[src/hw/rtl/ppm_pp_pkg.sv]
// Shared types and constants for the P3 ASCII pixel parser.
// Result word layout, result kinds, error codes and character codes.
// No dependencies.
package ppm_pp_pkg;

   localparam int MaxPixelsDefault = 1048576;
   localparam logic [2:0] DigitLimit = 3'd7;
   localparam int FifoDepth = 4;
   localparam int PtrW = $clog2(FifoDepth);
   localparam int CountW = $clog2(FifoDepth + 1);

   localparam logic [7:0] CharP     = 8'h50;
   localparam logic [7:0] Char3     = 8'h33;
   localparam logic [7:0] CharHash  = 8'h23;
   localparam logic [7:0] CharLf    = 8'h0A;
   localparam logic [7:0] CharTab   = 8'h09;
   localparam logic [7:0] CharVt    = 8'h0B;
   localparam logic [7:0] CharFf    = 8'h0C;
   localparam logic [7:0] CharCr    = 8'h0D;
   localparam logic [7:0] CharSpace = 8'h20;
   localparam logic [7:0] CharZero  = 8'h30;
   localparam logic [7:0] CharNine  = 8'h39;
   localparam logic [7:0] AlphaByte = 8'hFF;

   typedef enum logic [1:0] {
      KIND_WRITE  = 2'd0,
      KIND_HEADER = 2'd1,
      KIND_STATUS = 2'd2
   } kind_type;

   typedef enum logic [2:0] {
      ERR_NONE      = 3'd0,
      ERR_MAGIC     = 3'd1,
      ERR_DIGITS    = 3'd2,
      ERR_OVER_MAX  = 3'd3,
      ERR_COUNT     = 3'd4,
      ERR_HEADER    = 3'd5,
      ERR_TOO_BIG   = 3'd6
   } err_type;

   typedef struct packed {
      kind_type    kind;
      logic [21:0] addr;
      logic [7:0]  value;
      logic [23:0] width;
      logic [23:0] height;
      logic [23:0] maxval;
      err_type     err;
      logic        last;
   } result_type;

endpackage

[src/hw/rtl/ppm_ascii_pixel_parser_top.sv]
// Each result word is registered in the result queue and offered on rsp_ in order of arrival.
// Throughput: one input word per cycle while req_stall is low; a word that ends the third
// channel of a pixel yields two results (channel and alpha), offered as two rsp_ words.
// req_stall rises while the four-entry result queue has fewer than two free entries.
// Reset (synchronous, active high) clears the parse state and empties the result queue.
// Top level of the P3 ASCII pixel parser; depends on ppm_pp_pkg.
module ppm_ascii_pixel_parser_top #(
   parameter int MAX_PIXELS = ppm_pp_pkg::MaxPixelsDefault
) (
   input  logic                 clock,
   input  logic                 reset,
   input  logic                 req_valid,
   output logic                 req_stall,
   input  logic [7:0]           req_char_code,
   input  logic                 req_end_of_input,
   output logic                 rsp_valid,
   input  logic                 rsp_stall,
   output ppm_pp_pkg::kind_type rsp_result_kind,
   output logic [21:0]          rsp_byte_address,
   output logic [7:0]           rsp_channel_value,
   output logic [23:0]          rsp_image_width,
   output logic [23:0]          rsp_image_height,
   output logic [23:0]          rsp_max_value,
   output ppm_pp_pkg::err_type  rsp_error_code,
   output logic                 rsp_last_of_run
);
   import ppm_pp_pkg::*;

   localparam int RowW = $clog2(MAX_PIXELS + 2);

   typedef enum logic [1:0] {
      PS_WANT_P,
      PS_WANT_3,
      PS_BODY
   } pstate_type;

   typedef struct packed {
      logic [21:0]     addr;
      logic [21:0]     seen;
      logic [25:0]     col;
      logic [RowW-1:0] row;
   } wctr_type;

   function automatic wctr_type advance_write(wctr_type cur, logic [25:0] row_bytes,
                                              logic [23:0] height);
      wctr_type    nxt;
      logic [25:0] col_inc;
      col_inc  = cur.col + 26'd1;
      nxt      = cur;
      nxt.addr = cur.addr + 22'd1;
      nxt.seen = cur.seen + 22'd1;
      nxt.col  = col_inc;
      if (col_inc == row_bytes) begin
         nxt.col = '0;
         if (24'(cur.row) <= height) begin
            nxt.row  = cur.row + RowW'(1);
            nxt.addr = nxt.addr - {row_bytes[20:0], 1'b0};
         end
      end
      return nxt;
   endfunction

   pstate_type      pstate_ff, pstate_in;
   logic            comment_ff, comment_in;
   logic            number_ff, number_in;
   logic [2:0]      digits_ff, digits_in;
   logic [23:0]     accum_ff, accum_in;
   logic [1:0]      field_ff, field_in;
   logic [23:0]     width_ff, width_in;
   logic [23:0]     height_ff, height_in;
   logic [23:0]     maxval_ff, maxval_in;
   logic [1:0]      chan_ff, chan_in;
   wctr_type        ctr_ff, ctr_in;
   err_type         error_ff, error_in;
   logic [47:0]     product_ff;
   logic [CountW-1:0] count_ff, count_in;
   logic [PtrW-1:0] wr_ptr_ff, rd_ptr_ff;
   result_type      fifo_ff [FifoDepth];

   logic            req_accept;
   logic            rsp_pop;
   logic [1:0]      push_cnt;
   result_type      res0, res1;
   wctr_type        ctr_a, ctr_b;
   logic [25:0]     row_bytes;
   logic [49:0]     store_bytes;
   logic            is_digit;
   logic            is_space;
   logic            too_big;
   err_type         status_err;

   assign req_accept  = req_valid && !req_stall;
   assign rsp_pop     = rsp_valid && !rsp_stall;
   assign req_stall   = count_ff > CountW'(FifoDepth - 2);
   assign row_bytes   = {width_ff, 2'b00};
   assign store_bytes = {product_ff, 2'b00};
   assign too_big     = product_ff > 48'(MAX_PIXELS);
   assign is_digit    = (req_char_code >= CharZero) && (req_char_code <= CharNine);
   assign is_space    = (req_char_code == CharSpace) || (req_char_code == CharTab) ||
                        (req_char_code == CharLf) || (req_char_code == CharVt) ||
                        (req_char_code == CharFf) || (req_char_code == CharCr);
   assign ctr_a       = advance_write(ctr_ff, row_bytes, height_ff);
   assign ctr_b       = advance_write(ctr_a, row_bytes, height_ff);

   always_comb begin
      if (error_ff != ERR_NONE) begin
         status_err = error_ff;
      end else if (pstate_ff != PS_BODY) begin
         status_err = ERR_MAGIC;
      end else if (field_ff != 2'd3) begin
         status_err = ERR_HEADER;
      end else if ({28'd0, ctr_ff.seen} != store_bytes) begin
         status_err = ERR_COUNT;
      end else begin
         status_err = ERR_NONE;
      end
   end

   always_comb begin
      pstate_in  = pstate_ff;
      comment_in = comment_ff;
      number_in  = number_ff;
      digits_in  = digits_ff;
      accum_in   = accum_ff;
      field_in   = field_ff;
      width_in   = width_ff;
      height_in  = height_ff;
      maxval_in  = maxval_ff;
      chan_in    = chan_ff;
      ctr_in     = ctr_ff;
      error_in   = error_ff;
      push_cnt   = 2'd0;
      res0        = '0;
      res0.width  = width_ff;
      res0.height = height_ff;
      res0.maxval = maxval_ff;
      res0.last   = 1'b1;
      res1        = res0;
      if (req_accept) begin
         if (req_end_of_input) begin
            res0.kind  = KIND_STATUS;
            res0.err   = status_err;
            push_cnt   = 2'd1;
            pstate_in  = PS_WANT_P;
            comment_in = 1'b0;
            number_in  = 1'b0;
            digits_in  = '0;
            accum_in   = '0;
            field_in   = '0;
            width_in   = '0;
            height_in  = '0;
            maxval_in  = '0;
            chan_in    = '0;
            ctr_in     = '0;
            ctr_in.row = RowW'(1);
            error_in   = ERR_NONE;
         end else if (error_ff == ERR_NONE) begin
            case (pstate_ff)
               PS_WANT_P: begin
                  if (req_char_code != CharP) error_in = ERR_MAGIC;
                  else pstate_in = PS_WANT_3;
               end
               PS_WANT_3: begin
                  if (req_char_code != Char3) error_in = ERR_MAGIC;
                  else pstate_in = PS_BODY;
               end
               PS_BODY: begin
                  if (req_char_code == CharHash) begin
                     comment_in = 1'b1;
                  end else if (comment_ff) begin
                     if (req_char_code == CharLf) comment_in = 1'b0;
                  end else if (is_digit) begin
                     number_in = 1'b1;
                     if (digits_ff >= DigitLimit) begin
                        error_in = ERR_DIGITS;
                     end else begin
                        accum_in  = {accum_ff[20:0], 3'b000} + {accum_ff[22:0], 1'b0} +
                                    {20'd0, req_char_code[3:0]};
                        digits_in = digits_ff + 3'd1;
                     end
                  end else if (is_space && number_ff) begin
                     number_in = 1'b0;
                     digits_in = '0;
                     accum_in  = '0;
                     case (field_ff)
                        2'd0: begin
                           width_in = accum_ff;
                           field_in = 2'd1;
                        end
                        2'd1: begin
                           height_in = accum_ff;
                           field_in  = 2'd2;
                        end
                        2'd2: begin
                           maxval_in   = accum_ff;
                           field_in    = 2'd3;
                           if (too_big) error_in = ERR_TOO_BIG;
                           ctr_in.addr = (height_ff == 24'd0) ? 22'd0 :
                                         {product_ff[19:0] - width_ff[19:0], 2'b00};
                           ctr_in.seen = '0;
                           ctr_in.col  = '0;
                           ctr_in.row  = RowW'(1);
                           chan_in     = '0;
                           res0.kind   = KIND_HEADER;
                           res0.maxval = accum_ff;
                           res0.err    = too_big ? ERR_TOO_BIG : ERR_NONE;
                           push_cnt    = 2'd1;
                        end
                        default: begin
                           if (accum_ff > maxval_ff) begin
                              error_in = ERR_OVER_MAX;
                           end else if ({28'd0, ctr_ff.seen} >= store_bytes) begin
                              error_in = ERR_COUNT;
                           end else begin
                              res0.kind  = KIND_WRITE;
                              res0.addr  = ctr_ff.addr;
                              res0.value = accum_ff[7:0];
                              if (chan_ff == 2'd2) begin
                                 res0.last  = 1'b0;
                                 res1.kind  = KIND_WRITE;
                                 res1.addr  = ctr_a.addr;
                                 res1.value = AlphaByte;
                                 chan_in    = '0;
                                 ctr_in     = ctr_b;
                                 push_cnt   = 2'd2;
                              end else begin
                                 chan_in  = chan_ff + 2'd1;
                                 ctr_in   = ctr_a;
                                 push_cnt = 2'd1;
                              end
                           end
                        end
                     endcase
                  end
               end
               default: begin
                  pstate_in = PS_WANT_P;
               end
            endcase
         end
      end
   end

   assign count_in = count_ff + CountW'(push_cnt) - CountW'(rsp_pop);

   always_ff @(posedge clock) begin
      if (reset) begin
         pstate_ff  <= PS_WANT_P;
         comment_ff <= 1'b0;
         number_ff  <= 1'b0;
         digits_ff  <= '0;
         accum_ff   <= '0;
         field_ff   <= '0;
         width_ff   <= '0;
         height_ff  <= '0;
         maxval_ff  <= '0;
         chan_ff    <= '0;
         ctr_ff     <= '{addr: '0, seen: '0, col: '0, row: RowW'(1)};
         error_ff   <= ERR_NONE;
         product_ff <= '0;
         count_ff   <= '0;
         wr_ptr_ff  <= '0;
         rd_ptr_ff  <= '0;
      end else begin
         pstate_ff  <= pstate_in;
         comment_ff <= comment_in;
         number_ff  <= number_in;
         digits_ff  <= digits_in;
         accum_ff   <= accum_in;
         field_ff   <= field_in;
         width_ff   <= width_in;
         height_ff  <= height_in;
         maxval_ff  <= maxval_in;
         chan_ff    <= chan_in;
         ctr_ff     <= ctr_in;
         error_ff   <= error_in;
         product_ff <= width_ff * height_ff;
         count_ff   <= count_in;
         wr_ptr_ff  <= wr_ptr_ff + PtrW'(push_cnt);
         if (rsp_pop) rd_ptr_ff <= rd_ptr_ff + PtrW'(1);
      end
   end

   always_ff @(posedge clock) begin
      if (push_cnt != 2'd0) fifo_ff[wr_ptr_ff] <= res0;
      if (push_cnt == 2'd2) fifo_ff[wr_ptr_ff + PtrW'(1)] <= res1;
   end

   assign rsp_valid         = count_ff != '0;
   assign rsp_result_kind   = fifo_ff[rd_ptr_ff].kind;
   assign rsp_byte_address  = fifo_ff[rd_ptr_ff].addr;
   assign rsp_channel_value = fifo_ff[rd_ptr_ff].value;
   assign rsp_image_width   = fifo_ff[rd_ptr_ff].width;
   assign rsp_image_height  = fifo_ff[rd_ptr_ff].height;
   assign rsp_max_value     = fifo_ff[rd_ptr_ff].maxval;
   assign rsp_error_code    = fifo_ff[rd_ptr_ff].err;
   assign rsp_last_of_run   = fifo_ff[rd_ptr_ff].last;

   a_queue_bound: assert property (@(posedge clock) disable iff (reset)
      count_ff <= CountW'(FifoDepth))
      else $error("result queue over capacity");

   a_eof_restart: assert property (@(posedge clock) disable iff (reset)
      req_accept && req_end_of_input |=> pstate_ff == PS_WANT_P && error_ff == ERR_NONE
         && field_ff == 2'd0)
      else $error("end of input did not restart the parser");

   a_status_last: assert property (@(posedge clock) disable iff (reset)
      rsp_valid && rsp_result_kind == KIND_STATUS |-> rsp_last_of_run)
      else $error("status word not marked last");

endmodule

[config.mk]
export PLATFORM = sky130hd
export DESIGN_NAME = ppm_ascii_pixel_parser_top
export DESIGN_NICKNAME = d
export VERILOG_FILES = /design/src/hw/rtl/ppm_pp_pkg.sv /design/src/hw/rtl/ppm_ascii_pixel_parser_top.sv
export SDC_FILE = /design/constraint.sdc
export NUM_CORES = 2
export LEC_CHECK = 0
export ABC_AREA = 1
export BUFFER_PORTS_ARGS = -buffer_cell sky130_fd_sc_hd__buf_2
export CORE_ASPECT_RATIO = 0.75
export CORE_UTILIZATION = 29
export DETAILED_ROUTE_END_ITERATION = 8
export HOLD_SLACK_MARGIN = 0.08
export SETUP_SLACK_MARGIN = 0.5
export SYNTH_ARGS = -nofsm -noshare
export SYNTH_HDL_FRONTEND = slang
export SYNTH_SLANG_ARGS = --single-unit
[constraint.sdc]
create_clock -name clock -period 6.5 [get_ports clock]
set_input_delay 0.325 -clock clock [delete_from_list [all_inputs] [get_ports clock]]
set_output_delay 0.325 -clock clock [all_outputs]
set_load 0.05 [all_outputs]
==> out/qor.yml <==
power:
  p_sw_share_pct: 43.5
  p_leak_nw: 34.3
  internal_power_w: 0.00967
  max-vdd-ir-drop_v: 0.000360
  p_per_area_nw_per_um2: 229
  total_power_w: 0.0171
  power_frac_seq_pct: 29.7
  pwr-share-clk_pct: 26.5
  combPwrFrac_pct: 43.8
  p_switching_w: 0.00743
sta:
  rsz0062_at_grt: "yes"
  relSlewSlack_pct: 21.2
  slew_viol_final: 0
  tightest_slew_ns: 1.18
  finalWorstSetupSlack_ns: -0.226
  finalHoldViolCount: 0
  max_freq_mhz: 149
  period_minus_slack_ns: 6.73
  fin_crit_sh_pct: 103
  finClkSkew_ns: 0.0477
  setup_viol: 12
  hold_ws_ns: 0.151
synthesis:
  yosysWarningCount: 0
  synth_top_area_cell: "edfxtp_1"
  syn_area_um2: 60300
  syn_nets: 8665
  syn_inst: 7786
  synthTopCellsByArea: "edfxtp_1, fa_1, nand2_1"
  synth_common_cells: "nand2_1, inv_1, nor2_1"
  synth_edf_count: 408
  yosysMostFrequentCell: "nand2_1"
  yosysUniqueCellTypes: 67
  ys_seq_area_share_pct: 29.7
  synth_ff_type: "edfxtp_1"
  avgSynthCellArea_um2: 7.74
  async_flop_share_pct: 0
  synth-seq-cells: 690
  synth_top_cell_area_share_pct: 20.3
cells_and_area:
  drive_gt1_share_pct: 17.6
  final_cells: 11200
  fill_cells: 21100
  finalNetCount: 9194
  synthToLayoutAreaGrowth_pct: 23.7
  fin_area_um2: 74600
floorplanning:
  fp.dieH_um: 397
  initial_utilization_pct: 29.3
  io_pins: 123
  rows: 144
  die_x_um: 529
  core_area_um2: 206000
  dieArea_um2: 210000
worst_setup_path:
  crit_buf_inv: 10
  criticalPathCategory: "flip-flop to flip-flop"
  ff2ff_path_depth: 38
  crit_path_start: "height_ff[0]$_SDFFE_PP0P_"
  cp_max_fo: 5
  worst_r2r_endpoint: "product_ff[42]$_SDFF_PP0_"
  critPathLaunchType: "flip-flop"
  timing.critical_path.mode_cell: "nand2_1"
  end_kind: "flip-flop"
  crit_slowest_cell: "fa_1"
  r2r_setup_slack_ns: -0.23
  slowest_delay_ns: 0.56
  arrival_ns: 7.34
  crit_family: "adder cells"
  r2r_start: "height_ff[0]$_SDFFE_PP0P_"
  crit_required_ns: 7.11
clock_tree:
  worstSkewPairLatency_ns: 0.71
  clockBufferDepth: 3
  cts_buffers: 74
  cts_tree: "done"
  cts.clk_slew.worst_paths_ns: 0.07
  cts_sinks: 690
  htree_levels: 3
  ctsRootBufferMaster: "clkbuf_16"
place:
  io_buffers: 122
  placed_cell_area_um2: 68300
  dp.cells: 10900
  dp_hpwl_um: 169000
  routabilityCongestion: 0.967
global_route:
  grt_max_degree: 183
  grt_pass1_vias: 54500
  grtUsageTotal_pct: 21.1
  grt_overflow_total: 0
  grt_pass1_wl_um: 339000
  antenna_found_initial: 5
outcome:
  violations: "negative setup slack"
  status: "finished, violations left"
run:
  drv_cap: 0
worst_hold_path:
  holdCritStartpoint: "req_char_code[1]"
  holdPathStages: 4
  hold_path.class: "input port to flip-flop"
  hold_end: "accum_ff[1]$_SDFFE_PP0P_"
detailed_routing:
  wl_per_cell_um: 20.4
  antenna_left: 0
  drt_iter0_drc: 5975
  vias: 57000
  drc_errors: 0
  via_per_inst: 5.11
  dr.pass1.iters: 6
  drt-total-wl_um: 227000
## flip-flops by register name, summed over array words and instances, names as in the netlist, 3 cells and up, named ones only
name,flops
accum_ff,24
count_ff,3
ctr_ff,91
digits_ff,3
error_ff,3
fifo_ff,432
height_ff,24
maxval_ff,24
product_ff,48
width_ff,24
## what timing repair did
action	CTS	global route
buffers inserted	29	98
hold endpoints to repair	36	0
pin swaps	87	172
hold buffers	4	0
gates resized for setup	204	437
gates cloned	3	2
endpoints found under the setup margin	43	73
## kinds of logic (layout without fill, tap and decap cells)
logic type,count (synthesis),in the layout,synth area share (%)
compound gates,1443,1443,13.2
xor+xnor,136,136,2.04
fa+ha+maj,866,866,24.0
buf+inv,1637,2226,10.3
flops,690,690,29.7
mux,1,1,0.0166
other cells,0,2,0
simple gates,3013,3014,20.7
## worst max path at each step
stage	end	slack, ns	cells past startpoint
2_1_floorplan	product_ff[44]$_SDFF_PP0_	0.38	34
3_3_place_gp	product_ff[42]$_SDFF_PP0_	-0.34	36
3_5_place_dp	product_ff[45]$_SDFF_PP0_	-0.37	29
4_1_cts	product_ff[46]$_SDFF_PP0_	-0.02	34
5_1_grt	product_ff[42]$_SDFF_PP0_	-0.46	42
6_report	product_ff[42]$_SDFF_PP0_	-0.23	38
## cell type report
type                    count  area (um^2)  area share [%]
diodes                      2         5.00         0.00671
clock buffers              99         2040            2.74
clock inverters            38          488           0.654
inverters                1248         4720            6.33
multi-input cells        5460        38400            51.5
flip-flops and latches    690        18000            24.1
well taps                2774         3470            4.65
repair buffers            841         7440            9.97
## routing by layer
| layer | global-route usage (%) | wire [um] | up-vias |
|---|---|---|---|
| li1 | - | - | 26200 |
| met1 | 30.7 | 101000 | 27700 |
| met2 | 31.2 | 95400 | 2720 |
| met3 | 4.56 | 23900 | 351 |
| met4 | 5.95 | 7010 | 2 |
| met5 | 0 | 12 | - |
## per-stage QoR
stage	setup WS, ns	utilization, %	setup TNS [ns]
4_1_cts	-0.0238	34.9	-0.0679
3_5_place_dp	-0.366	33.2	-3.67
6_report	-0.226	36.2	-1.14
5_1_grt	-0.464	36.2	-4.99
2_1_floorplan	0.384	-	0
3_3_place_gp	-0.340	33.2	-3.04
## tightest hold or removal path, cell delays in order
cell,delay (ns)
buf_2,0.15
ha_1,0.15
nand2_1,0.05
a21oi_1,0.13
## power by group through the flow
stage	registers [W]	logic [W]	clock network, W
floorplan	0.00505	0.00416	0
global placement	0.00515	0.00682	0
detailed placement	0.00516	0.00687	0
CTS	0.00507	0.00703	0.00460
global route	0.00510	0.00795	0.00476
finish	0.00508	0.00748	0.00454
## cells in the final DEF, fill, tap and decap left out, types with 25 or more instances in the layout
| master | count |
|---|---|
| buf_12 | 80 |
| a21oi_2 | 33 |
| fa_1 | 485 |
| buf_4 | 552 |
| inv_1 | 1165 |
| nor2_2 | 52 |
| nand2_1 | 1565 |
| nand3_2 | 25 |
| nand4_1 | 81 |
| nor2_4 | 44 |
| buf_2 | 122 |
| ha_1 | 327 |
| nand3_1 | 277 |
| o21ai_1 | 28 |
| a21oi_1 | 378 |
| dfxtp_1 | 237 |
| edfxtp_1 | 408 |
| inv_2 | 49 |
| xor2_1 | 79 |
| xnor2_1 | 36 |
| buf_6 | 68 |
| o21ai_0 | 578 |
| nor2_1 | 737 |
| nor3_1 | 50 |
| dfxtp_2 | 27 |
| clkinv_1 | 29 |
| nand2_2 | 80 |
| ha_4 | 47 |
| a31oi_1 | 32 |
| o22ai_1 | 212 |
| clkbuf_16 | 78 |
No activity file was read; power rests on OpenSTA's default activity.
